`src/rtl/core/gbcd_pkg.sv`:
```
package gbcd_pkg;

    // default size of the character store
    localparam int DISPLAY_BYTES_DEF = 128;

    // item command codes
    localparam logic [1:0] CMD_READ  = 2'd0;
    localparam logic [1:0] CMD_WRITE = 2'd1;
    localparam logic [1:0] CMD_PEEK  = 2'd2;

    // bank-relative register offsets
    localparam logic [9:0] REL_PE_SET   = 10'h000;
    localparam logic [9:0] REL_PE_CLR   = 10'h004;
    localparam logic [9:0] REL_PE_RD    = 10'h008;
    localparam logic [9:0] REL_OE_SET   = 10'h010;
    localparam logic [9:0] REL_OE_CLR   = 10'h014;
    localparam logic [9:0] REL_OE_RD    = 10'h018;
    localparam logic [9:0] REL_OD_SET   = 10'h030;
    localparam logic [9:0] REL_OD_CLR   = 10'h034;
    localparam logic [9:0] REL_OD_RD    = 10'h038;
    localparam logic [9:0] REL_NOP      = 10'h070;
    localparam logic [9:0] REL_DISPLAY  = 10'h100;

    // display control bits in bank C; LED bits: yellow in bank B, green and red in bank C
    localparam logic [31:0] DISPLAY_GATE = 32'h0000_1C00;
    localparam int          CS_POS       = 12;
    localparam int          MODE_DATA    = 10;
    localparam int          MODE_HI      = 11;
    localparam int          YELLOW_POS   = 27;
    localparam int          GREEN_POS    = 1;
    localparam int          RED_POS      = 0;

    typedef enum logic [2:0] {
        ST_INIT,
        ST_IDLE,
        ST_EXEC,
        ST_WIPE,
        ST_DONE,
        ST_OUT
    } gbcd_state_t;

    // controller to datapath
    typedef struct packed {
        logic load;
        logic exec;
        logic sweep;
        logic capture;
    } gbcd_cmd_t;

    // datapath to controller
    typedef struct packed {
        logic clear_req;
        logic sweep_last;
    } gbcd_status_t;

endpackage

```
`src/rtl/core/gbcd_ctrl.sv`:
```
module gbcd_ctrl (
    input  logic                  clk,
    input  logic                  rst_n,
    input  logic                  in_valid,
    output logic                  in_ready,
    output logic                  out_valid,
    input  logic                  out_ready,
    input  gbcd_pkg::gbcd_status_t status,
    output gbcd_pkg::gbcd_cmd_t    cmd_out
);
    import gbcd_pkg::*;

    gbcd_state_t state_reg;
    gbcd_state_t state_next;

    always_ff @(posedge clk or negedge rst_n)
    begin
        if (!rst_n)
        begin
            state_reg <= ST_INIT;
        end
        else
        begin
            state_reg <= state_next;
        end
    end

    always_comb
    begin
        state_next = state_reg;
        case (state_reg)
            ST_INIT:
            begin
                if (status.sweep_last)
                begin
                    state_next = ST_IDLE;
                end
            end
            ST_IDLE:
            begin
                if (in_valid)
                begin
                    state_next = ST_EXEC;
                end
            end
            ST_EXEC:
            begin
                state_next = status.clear_req ? ST_WIPE : ST_DONE;
            end
            ST_WIPE:
            begin
                if (status.sweep_last)
                begin
                    state_next = ST_DONE;
                end
            end
            ST_DONE:
            begin
                state_next = ST_OUT;
            end
            ST_OUT:
            begin
                if (out_ready)
                begin
                    state_next = ST_IDLE;
                end
            end
            default:
            begin
                state_next = ST_INIT;
            end
        endcase
    end

    always_comb
    begin
        in_ready        = 1'b0;
        out_valid       = 1'b0;
        cmd_out         = '0;
        case (state_reg)
            ST_INIT:
            begin
                cmd_out.sweep = 1'b1;
            end
            ST_IDLE:
            begin
                in_ready     = 1'b1;
                cmd_out.load = in_valid;
            end
            ST_EXEC:
            begin
                cmd_out.exec = 1'b1;
            end
            ST_WIPE:
            begin
                cmd_out.sweep = 1'b1;
            end
            ST_DONE:
            begin
                cmd_out.capture = 1'b1;
            end
            ST_OUT:
            begin
                out_valid = 1'b1;
            end
            default:
            begin
                cmd_out = '0;
            end
        endcase
    end

endmodule

```
`src/rtl/core/gbcd_dp.sv`:
```
module gbcd_dp #(
    parameter int DISPLAY_BYTES = gbcd_pkg::DISPLAY_BYTES_DEF
) (
    input  logic                   clk,
    input  logic                   rst_n,
    input  gbcd_pkg::gbcd_cmd_t    cmd_in,
    output gbcd_pkg::gbcd_status_t status,
    input  logic [1:0]             cmd,
    input  logic [10:0]            offset,
    input  logic [31:0]            write_value,
    input  logic [6:0]             peek_index,
    output logic [31:0]            read_data,
    output logic                   bad_offset,
    output logic [7:0]             display_char,
    output logic                   led_yellow,
    output logic                   led_green,
    output logic                   led_red
);
    import gbcd_pkg::*;

    localparam int         AW  = $clog2(DISPLAY_BYTES);
    localparam logic [8:0] DB9 = 9'(DISPLAY_BYTES);
    localparam logic [AW-1:0] LAST_ADDR = AW'(DISPLAY_BYTES - 1);

    // latched item
    logic [1:0]  cmd_reg;
    logic [10:0] offset_reg;
    logic [31:0] wval_reg;
    logic [6:0]  peek_reg;

    // bank registers
    logic [31:0] pe_reg [3];
    logic [31:0] oe_reg [3];
    logic [31:0] od_reg [3];
    logic [31:0] pe_next [3];
    logic [31:0] oe_next [3];
    logic [31:0] od_next [3];
    logic [7:0]  cursor_reg;
    logic [7:0]  cursor_next;

    // character store
    logic [7:0]    mem [DISPLAY_BYTES];
    logic [7:0]    mem_rdata_reg;
    logic [AW-1:0] sweep_cnt_reg;
    logic          mem_we;
    logic [AW-1:0] mem_waddr;
    logic [7:0]    mem_wdata;
    logic          mem_re;
    logic [AW-1:0] mem_raddr;

    // result registers
    logic [31:0] read_data_reg;
    logic        bad_reg;
    logic [7:0]  char_reg;
    logic        yellow_reg;
    logic        green_reg;
    logic        red_reg;

    // decode
    logic [1:0]  bank;
    logic [9:0]  rel;
    logic        wr_known;
    logic        rd_known;
    logic        is_display;
    logic [31:0] rd_value;
    logic        disp_act;
    logic        cmd_mode;
    logic        data_mode;
    logic [7:0]  cur_eff;
    logic [8:0]  peek9;
    logic        peek_ok;
    logic        wr_exec;
    logic [31:0] b_ctl;
    logic [31:0] c_ctl;

    always_ff @(posedge clk)
    begin
        if (cmd_in.load)
        begin
            cmd_reg    <= cmd;
            offset_reg <= offset;
            wval_reg   <= write_value;
            peek_reg   <= peek_index;
        end
    end

    always_comb
    begin
        if (offset_reg[10])
        begin
            bank = 2'd2;
        end
        else if (offset_reg[9])
        begin
            bank = 2'd1;
        end
        else
        begin
            bank = 2'd0;
        end
        rel = (bank == 2'd2) ? offset_reg[9:0] : {1'b0, offset_reg[8:0]};

        wr_known = (rel == REL_PE_SET) || (rel == REL_PE_CLR) || (rel == REL_OE_SET)
                || (rel == REL_OE_CLR) || (rel == REL_OD_SET) || (rel == REL_OD_CLR)
                || (rel == REL_NOP);
        is_display = (bank == 2'd0) && (rel == REL_DISPLAY);

        rd_known = 1'b1;
        rd_value = '0;
        case (rel)
            REL_PE_RD: rd_value = pe_reg[bank];
            REL_OE_RD: rd_value = oe_reg[bank];
            REL_OD_RD: rd_value = od_reg[bank];
            default:   rd_known = 1'b0;
        endcase
    end

    // display control from bank c
    assign disp_act  = ((pe_reg[2] & oe_reg[2] & DISPLAY_GATE) == DISPLAY_GATE)
                    && !od_reg[2][CS_POS];
    assign cmd_mode  = !od_reg[2][MODE_DATA] && !od_reg[2][MODE_HI];
    assign data_mode = od_reg[2][MODE_DATA];
    assign cur_eff   = ({1'b0, cursor_reg} >= DB9) ? 8'd0 : cursor_reg;
    assign wr_exec   = cmd_in.exec && (cmd_reg == CMD_WRITE) && !wr_known && is_display
                    && disp_act;

    assign status.clear_req  = wr_exec && cmd_mode && (wval_reg == 32'd1);
    assign status.sweep_last = cmd_in.sweep && (sweep_cnt_reg == LAST_ADDR);

    always_comb
    begin
        for (int i = 0; i < 3; i++)
        begin
            pe_next[i] = pe_reg[i];
            oe_next[i] = oe_reg[i];
            od_next[i] = od_reg[i];
            if (cmd_in.exec && (cmd_reg == CMD_WRITE) && (bank == 2'(i)))
            begin
                case (rel)
                    REL_PE_SET: pe_next[i] = pe_reg[i] | wval_reg;
                    REL_PE_CLR: pe_next[i] = pe_reg[i] & ~wval_reg;
                    REL_OE_SET: oe_next[i] = oe_reg[i] | wval_reg;
                    REL_OE_CLR: oe_next[i] = oe_reg[i] & ~wval_reg;
                    REL_OD_SET: od_next[i] = od_reg[i] | wval_reg;
                    REL_OD_CLR: od_next[i] = od_reg[i] & ~wval_reg;
                    default:    od_next[i] = od_reg[i];
                endcase
            end
        end

        cursor_next = cursor_reg;
        mem_we      = 1'b0;
        mem_waddr   = sweep_cnt_reg;
        mem_wdata   = 8'd0;
        if (cmd_in.sweep)
        begin
            mem_we = 1'b1;
        end
        else if (wr_exec && cmd_mode)
        begin
            // bit length one, two, or at least eight
            if (wval_reg == 32'd1 || wval_reg[31:1] == 31'd1)
            begin
                cursor_next = 8'd0;
            end
            else if (wval_reg[31:7] != 25'd0)
            begin
                cursor_next = {1'b0, wval_reg[6:0]};
            end
        end
        else if (wr_exec && data_mode)
        begin
            mem_we      = 1'b1;
            mem_waddr   = cur_eff[AW-1:0];
            mem_wdata   = wval_reg[7:0];
            cursor_next = cur_eff + 8'd1;
        end
    end

    always_ff @(posedge clk or negedge rst_n)
    begin
        if (!rst_n)
        begin
            for (int i = 0; i < 3; i++)
            begin
                pe_reg[i] <= '0;
                oe_reg[i] <= '0;
                od_reg[i] <= '0;
            end
            cursor_reg    <= '0;
            sweep_cnt_reg <= '0;
        end
        else
        begin
            for (int i = 0; i < 3; i++)
            begin
                pe_reg[i] <= pe_next[i];
                oe_reg[i] <= oe_next[i];
                od_reg[i] <= od_next[i];
            end
            cursor_reg <= cursor_next;
            if (cmd_in.sweep)
            begin
                sweep_cnt_reg <= (sweep_cnt_reg == LAST_ADDR) ? '0 : sweep_cnt_reg + 1'b1;
            end
        end
    end

    // peek read
    assign peek9     = {2'b00, peek_reg};
    assign peek_ok   = (cmd_reg == CMD_PEEK) && (peek9 < DB9);
    assign mem_re    = cmd_in.exec && peek_ok;
    assign mem_raddr = peek9[AW-1:0];

    always_ff @(posedge clk)
    begin
        if (mem_we)
        begin
            mem[mem_waddr] <= mem_wdata;
        end
        if (mem_re)
        begin
            mem_rdata_reg <= mem[mem_raddr];
        end
    end

    assign b_ctl = od_reg[1] & oe_reg[1] & pe_reg[1];
    assign c_ctl = od_reg[2] & oe_reg[2] & pe_reg[2];

    always_ff @(posedge clk)
    begin
        if (cmd_in.capture)
        begin
            read_data_reg <= (cmd_reg == CMD_READ) ? rd_value : 32'd0;
            case (cmd_reg)
                CMD_READ:  bad_reg <= !rd_known;
                CMD_WRITE: bad_reg <= !wr_known && !is_display;
                default:   bad_reg <= 1'b0;
            endcase
            char_reg   <= peek_ok ? mem_rdata_reg : 8'd0;
            yellow_reg <= b_ctl[YELLOW_POS];
            green_reg  <= c_ctl[GREEN_POS];
            red_reg    <= c_ctl[RED_POS];
        end
    end

    assign read_data    = read_data_reg;
    assign bad_offset   = bad_reg;
    assign display_char = char_reg;
    assign led_yellow   = yellow_reg;
    assign led_green    = green_reg;
    assign led_red      = red_reg;

endmodule

```
`src/rtl/core/gpio_banks_with_char_display_core.sv`:
```
// channel   handshake               payload
// input     in_valid / in_ready     cmd, offset, write_value, peek_index
// output    out_valid / out_ready   read_data, bad_offset, display_char,
//                                   led_yellow, led_green, led_red
//
// one item at a time: accept, execute, capture, present, set by the
// controller's state sequence
// a display clear command adds a store wipe,
// one store entry written per cycle through the single write port
// after reset the same wipe runs; in_ready stays low
// a stalled result holds in the output registers and blocks the next item
module gpio_banks_with_char_display_core #(
    parameter int DISPLAY_BYTES = gbcd_pkg::DISPLAY_BYTES_DEF
) (
    input  logic        clk,
    input  logic        rst_n,
    input  logic        in_valid,
    output logic        in_ready,
    input  logic [1:0]  cmd,
    input  logic [10:0] offset,
    input  logic [31:0] write_value,
    input  logic [6:0]  peek_index,
    output logic        out_valid,
    input  logic        out_ready,
    output logic [31:0] read_data,
    output logic        bad_offset,
    output logic [7:0]  display_char,
    output logic        led_yellow,
    output logic        led_green,
    output logic        led_red
);
    import gbcd_pkg::*;

    // commands from the controller, status back from the datapath
    gbcd_cmd_t    dp_cmd;
    gbcd_status_t dp_status;

    // sequencer: init wipe, idle, execute, optional wipe, capture, present
    gbcd_ctrl u_ctrl (
        .clk       (clk),
        .rst_n     (rst_n),
        .in_valid  (in_valid),
        .in_ready  (in_ready),
        .out_valid (out_valid),
        .out_ready (out_ready),
        .status    (dp_status),
        .cmd_out   (dp_cmd)
    );

    // bank registers, character store, cursor and result registers
    gbcd_dp #(
        .DISPLAY_BYTES (DISPLAY_BYTES)
    ) u_dp (
        .clk          (clk),
        .rst_n        (rst_n),
        .cmd_in       (dp_cmd),
        .status       (dp_status),
        .cmd          (cmd),
        .offset       (offset),
        .write_value  (write_value),
        .peek_index   (peek_index),
        .read_data    (read_data),
        .bad_offset   (bad_offset),
        .display_char (display_char),
        .led_yellow   (led_yellow),
        .led_green    (led_green),
        .led_red      (led_red)
    );

endmodule

```
`config.mk`:
```
export PLATFORM = sky130hd
export DESIGN_NAME = gpio_banks_with_char_display_core
export DESIGN_NICKNAME = d
export VERILOG_FILES = /design/src/rtl/core/gbcd_pkg.sv /design/src/rtl/core/gbcd_ctrl.sv /design/src/rtl/core/gbcd_dp.sv /design/src/rtl/core/gpio_banks_with_char_display_core.sv
export SDC_FILE = /design/constraint.sdc
export NUM_CORES = 2
export LEC_CHECK = 0
export BUFFER_PORTS_ARGS = -buffer_cell sky130_fd_sc_hd__buf_2
export CORE_ASPECT_RATIO = 0.8
export CORE_MARGIN = 2
export CORE_UTILIZATION = 45
export DETAILED_ROUTE_END_ITERATION = 7
export PLACE_DENSITY = 0.69
export REMOVE_ABC_BUFFERS = 1
export SYNTH_ARGS = -nofsm -noshare
export SYNTH_HDL_FRONTEND = slang
export SYNTH_HIERARCHICAL = 1
export SYNTH_SLANG_ARGS = --single-unit
```
`constraint.sdc`:
```
create_clock -name clk -period 8 [get_ports clk]
set_input_delay 1.6 -clock clk [delete_from_list [all_inputs] [get_ports clk]]
set_output_delay 1.6 -clock clk [all_outputs]
set_load 0.05 [all_outputs]
```
* Word level (Yosys, flattened, before mapping)
Memories as Yosys holds them, arrays and structs flattened. A register that Yosys moved wholly into a read port is not among the register bits.
Index checks and enable logic that the tools add are counted.
** Storage, ports and cells
- Word-level logic and storage cells :: 187
- RAM bits :: 1024
- Register bits after elaboration :: 402
- Input port bits :: 56
- Memories kept :: 1
- Output and inout port bits :: 46
** Operators by class
- $add $sub $neg :: 2
- Eq/ne operators :: 28
- Reductions and logical operators :: 52
- $lt $le $gt $ge :: 3
- Muxes and demuxes :: 53
- Bitwise operators :: 26
** Memory list
- u_dp.mem :: depth 128, bits a word 8, rd ports 1, clocked after memory_dff 1, write ports 1, line gbcd_dp.sv:42 : logic [7:0] mem [DISPLAY_BYTES];
** Operators by type and width (number)
- $pmux W32 S2 :: 9
- $and A32 B32 Y32 :: 9
- $or A32 B32 Y32 :: 9
- $bmux W32 S2 :: 3
- $mux W32 :: 6
- $pmux W32 S3 :: 1
- $mux W8 :: 8
- $and A28 B28 Y28 :: 2
- $eq A32 B1 Y1 const B :: 1
- $not A32 Y32 :: 1
- $eq A31 B1 Y1 const B :: 1
- $eq A10 B5 Y1 const B :: 3
- $eq A10 B6 Y1 const B :: 3
- $mux W7 :: 4
- $reduce_bool A25 Y1 :: 1
- $pmux W3 S6 :: 1
- $reduce_and A2 Y1 :: 9
- $logic_and A1 B1 Y1 :: 17
- $mux W3 :: 5
- $and A13 B13 Y13 :: 1
- $mux W1 :: 13
- $eq A10 B3 Y1 const B :: 1
- $eq A10 B4 Y1 const B :: 1
- $eq A10 B7 Y1 const B :: 1
- other kinds (30) :: 54

* Depth between registers and ports, before layout
- Word-level depth :: 21
- Mapped depth :: 11
- Mapped depth without buffers :: 8

* Modules after synthesis
Netlist, hierarchy kept.
** Modules (own cells, without submodules)
- gbcd_dp :: instances 1, area an instance 59435.8 µm², cells an instance 3668, seq. area each 41454.8 µm²
- gbcd_ctrl :: instances 1, area an instance 235.2 µm², cells an instance 28, seq. area each 75.1 µm²

* Least setup slack after synthesis
Ideal clock, no wire load.
- Path kind :: reg2reg
- Start :: reg u_ctrl.state_reg[1]
- End :: reg u_dp.bad_reg, in the netlist u_dp/bad_offset (enable)
- Period minus slack after synthesis :: 4.310 ns
- Slack :: 3.690 ns
- Data required time :: 7.491 ns
- Data arrival time :: 3.800 ns
- Cell stages (with the launch flop) :: 3
- Buffers on the path :: 1
- Library setup time :: 0.509 ns
- Cells stage by stage :: dfrtp_1 -> buf_2 -> nor3b_1
** RTL lines
- from (decl) :: line gbcd_ctrl.sv:13 : gbcd_state_t state_reg;
- from (signal assigned) :: line gbcd_ctrl.sv:24 : state_reg <= state_next;
- to (signal assigned) :: line gbcd_dp.sv:236 : CMD_READ: bad_reg <= !rd_known;
- to (signal assigned) :: line gbcd_dp.sv:237 : CMD_WRITE: bad_reg <= !wr_known && !is_display;
- to (decl) :: line gbcd_dp.sv:53 : logic bad_reg;

==> impl_metrics.env <==
export IMPL_status="finished, final reports clean"
export IMPL_arrival_ns=6.05
export IMPL_power_density_mw_per_mm2=220.0
export IMPL_syn_area_sq_mm=0.05967
export IMPL_postCtsSetupBuffers=0
export IMPL_start_util=0.4534
export IMPL_top_usage_layer="met1"
export IMPL_grt_pass1_vias=31592
export IMPL_gp_congestion=0.8590
export IMPL_clk_pin_slew_worst_paths_ns=0.06
export IMPL_clock_latency_ns=0.79
export IMPL_antenna_found_initial=9
export IMPL_grt_pass1_wl_um=218000
export IMPL_leakagePower_uw=0.02119
export IMPL_viasPerCell=5.832
export IMPL_fin_tns_setup_ns=0
export IMPL_nFillCells=10626
export IMPL_layout_cells_most_common="edfxtp_1"
export IMPL_grt_max_degree=199
export IMPL_skew_ns=0.02619
export IMPL_post_route_min_period_ns=5.658
export IMPL_core_area_sq_mm=0.1316
export IMPL_synth_ff_type="edfxtp_1"
export IMPL_mostFrequentLayoutCells="1,128 x edfxtp_1, 374 x nand2_1, 336 x mux4_2"
export IMPL_drt_pass1_iter_count=6
export IMPL_peakVddDrop_uv=217.9
export IMPL_slew_headroom=0.1550
export IMPL_dieArea_sq_mm=0.1355
export IMPL_finalNonFillerCells=5612
export IMPL_hold_class="reg2reg"
export IMPL_end_kind="flop"
export IMPL_fp_dieH_um=329.7
export IMPL_maxCapViolCount=0
export IMPL_holdWs_ns=0.4785
export IMPL_grt_use_total=0.2175
export IMPL_synthArstFlopShare=0.2134
export IMPL_setup_viol=0
export IMPL_post_dp_cell_area_sq_mm=0.06196
export IMPL_postCtsHoldBufs=0
export IMPL_wl_per_cell_um=26.04
export IMPL_numCtsBuffers=144
export IMPL_whs_path_depth=1
export IMPL_std_cell_rows=119
export IMPL_ys_seq_elements=1434
export IMPL_postRouteAntennaNets=0
export IMPL_p_total_uw=14660
export IMPL_postCtsResizedCells=0
export IMPL_drt_iter0_markers=4344
export IMPL_fmax_ghz=0.1768
export IMPL_htree_levels=4
export IMPL_synth_cell_type_count=56
export IMPL_io_pins=102
export IMPL_syn_to_final_growth_pct=11.63
export IMPL_critical_path_startpoint_type="flop"
export IMPL_crit_required_ns=8.40
export IMPL_postSynthAreaPerCell_sq_um=16.14
export IMPL_ys_warn_count=6
export IMPL_synthCells=3696
export IMPL_final_layout_size_suffix_gt1_frac=0.1916
export IMPL_die_x_um=411.1
export IMPL_fin_area_sq_mm=0.06661
export IMPL_path_max_fanout=20
export IMPL_use_met3=0.05225
export IMPL_worst_slew_pin_slew_ns=1.267
export IMPL_crit_type="reg2reg"
export IMPL_cts_sinks=1434
export IMPL_grtUsageMet2=0.3094
export IMPL_io_buffers=101
export IMPL_drc_errors=0
export IMPL_cts_root_buf="clkbuf_16"
export IMPL_slew_viol_final=0
export IMPL_via_count=32731
export IMPL_drt_wl_total_um=146200
export IMPL_timing_final_crit_share=0.7072
export IMPL_post_dp_hpwl_um=86140
export IMPL_cts_tree="yes"
export IMPL_synth_edf_count=1128
export IMPL_gr_total_overflow=0
export IMPL_nets=3797
export IMPL_yosysSeqAreaShare=0.6960
export IMPL_hold_violations=0
export IMPL_use_met1=0.3350
export IMPL_dp_cells=5347
export IMPL_cts_buffer_depth=3
export IMPL_reg2regPathDepth=7
export IMPL_rsz0062_at_grt="no"
kinds of logic (layout without fill, tap and decap cells):
| family | count (synthesis) | after routing | synth area share |
|---|---|---|---|
| AOI/OAI and AO/OA | 275 | 275 | 0.02998 |
| xor gates and xnor gates | 6 | 6 | 0.0008808 |
| adders and majority gates | 2 | 2 | 0.0004193 |
| buffers and inverters | 513 | 673 | 0.03351 |
| DFF | 1434 | 1434 | 0.6960 |
| muxes | 666 | 666 | 0.1824 |
| other | 0 | 2 | 0 |
| and+or+nand+nor | 800 | 800 | 0.05687 |
layer usage:
layer | share of wire | vias to the layer above
met5 | 0.00030 | -
met4 | 0.021 | 6
met3 | 0.096 | 203
met2 | 0.44 | 1622
met1 | 0.44 | 16968
li1 | - | 13932
worst max-delay path, cell delays in order (launching register included):
cell and delay, ns:
dfrtp_1 0.55, nor3b_1 0.44, nand2_1 0.11, or4_1 0.65
nor4_2 0.89, and2_1 1.05, a31oi_4 0.71, nor2_1 0.85
cell usage after synthesis (all sizes together), types with 3 or more instances:
master / number / share of area
a211oi: 64 / 0.0081
a21boi: 3 / 0.00050
a21o: 30 / 0.0038
a21oi: 46 / 0.0039
a221oi: 33 / 0.0048
a31oi: 9 / 0.00094
and2: 11 / 0.0012
and3: 10 / 0.0010
buf: 69 / 0.0056
clkbuf: 182 / 0.011
dfrtp: 306 / 0.13
edfxtp: 1128 / 0.57
inv: 262 / 0.016
mux2: 9 / 0.0017
mux2i: 321 / 0.054
mux4: 336 / 0.13
nand2: 375 / 0.024
nand2b: 8 / 0.00084
nand3: 11 / 0.00092
nand3b: 4 / 0.00050
nand4: 6 / 0.00063
nor2: 289 / 0.018
nor2b: 5 / 0.00052
nor3: 26 / 0.0023
nor3b: 17 / 0.0022
nor4: 12 / 0.0014
nor4b: 3 / 0.00069
o21a: 3 / 0.00038
o21ai: 80 / 0.0067
or2: 4 / 0.00042
or3: 5 / 0.00052
or4: 7 / 0.00088
xnor2: 3 / 0.00044
xor2: 3 / 0.00044
final timing paths:
path,start,endpoint,slack [ns]
worst max-delay path,u_ctrl/state_reg[1]$_DFFE_PN0P_,u_dp/mem[10][7]$_DFFE_PP_,2.34
min in group asynchronous,rst_n,async pin,0.95
worst min register to register,flop,flop,0.48
worst max register to register,u_ctrl/state_reg[1]$_DFFE_PN0P_,u_dp/mem[10][7]$_DFFE_PP_,2.34
max in group asynchronous,rst_n,async pin,5.55
worst min-delay path,flop,flop,0.48
per-stage QoR:
stage	worst slack, ns	util
3_3_place_gp	2.674	0.4708
3_5_place_dp	2.525	0.4708
5_1_grt	2.130	0.5060
4_1_cts	2.448	0.5060
6_report	2.342	0.5061
2_1_floorplan	-3.957	-
report_power, final:
| group | switching (uW) | internal (uW) |
|---|---|---|
| sequential | 0 | 7950 |
| clock | 2870 | 3780 |
| combinational | 40.3 | 10.9 |
final cells by class:
cell class                      instances  area (sq um)  share of cell area
Sequential cell                      1434         41530              0.6235
Multi-Input combinational cell       1749         16320              0.2450
Clock buffer                          184          3879             0.05823
Tap cell                             1754          2195             0.03295
Inverter                              262         983.4             0.01476
Timing Repair Buffer                  148         930.9             0.01397
Clock inverter                         79         767.0             0.01151
Antenna cell                            2         5.005          0.00007513
Power figures use the tool's default switching activity.
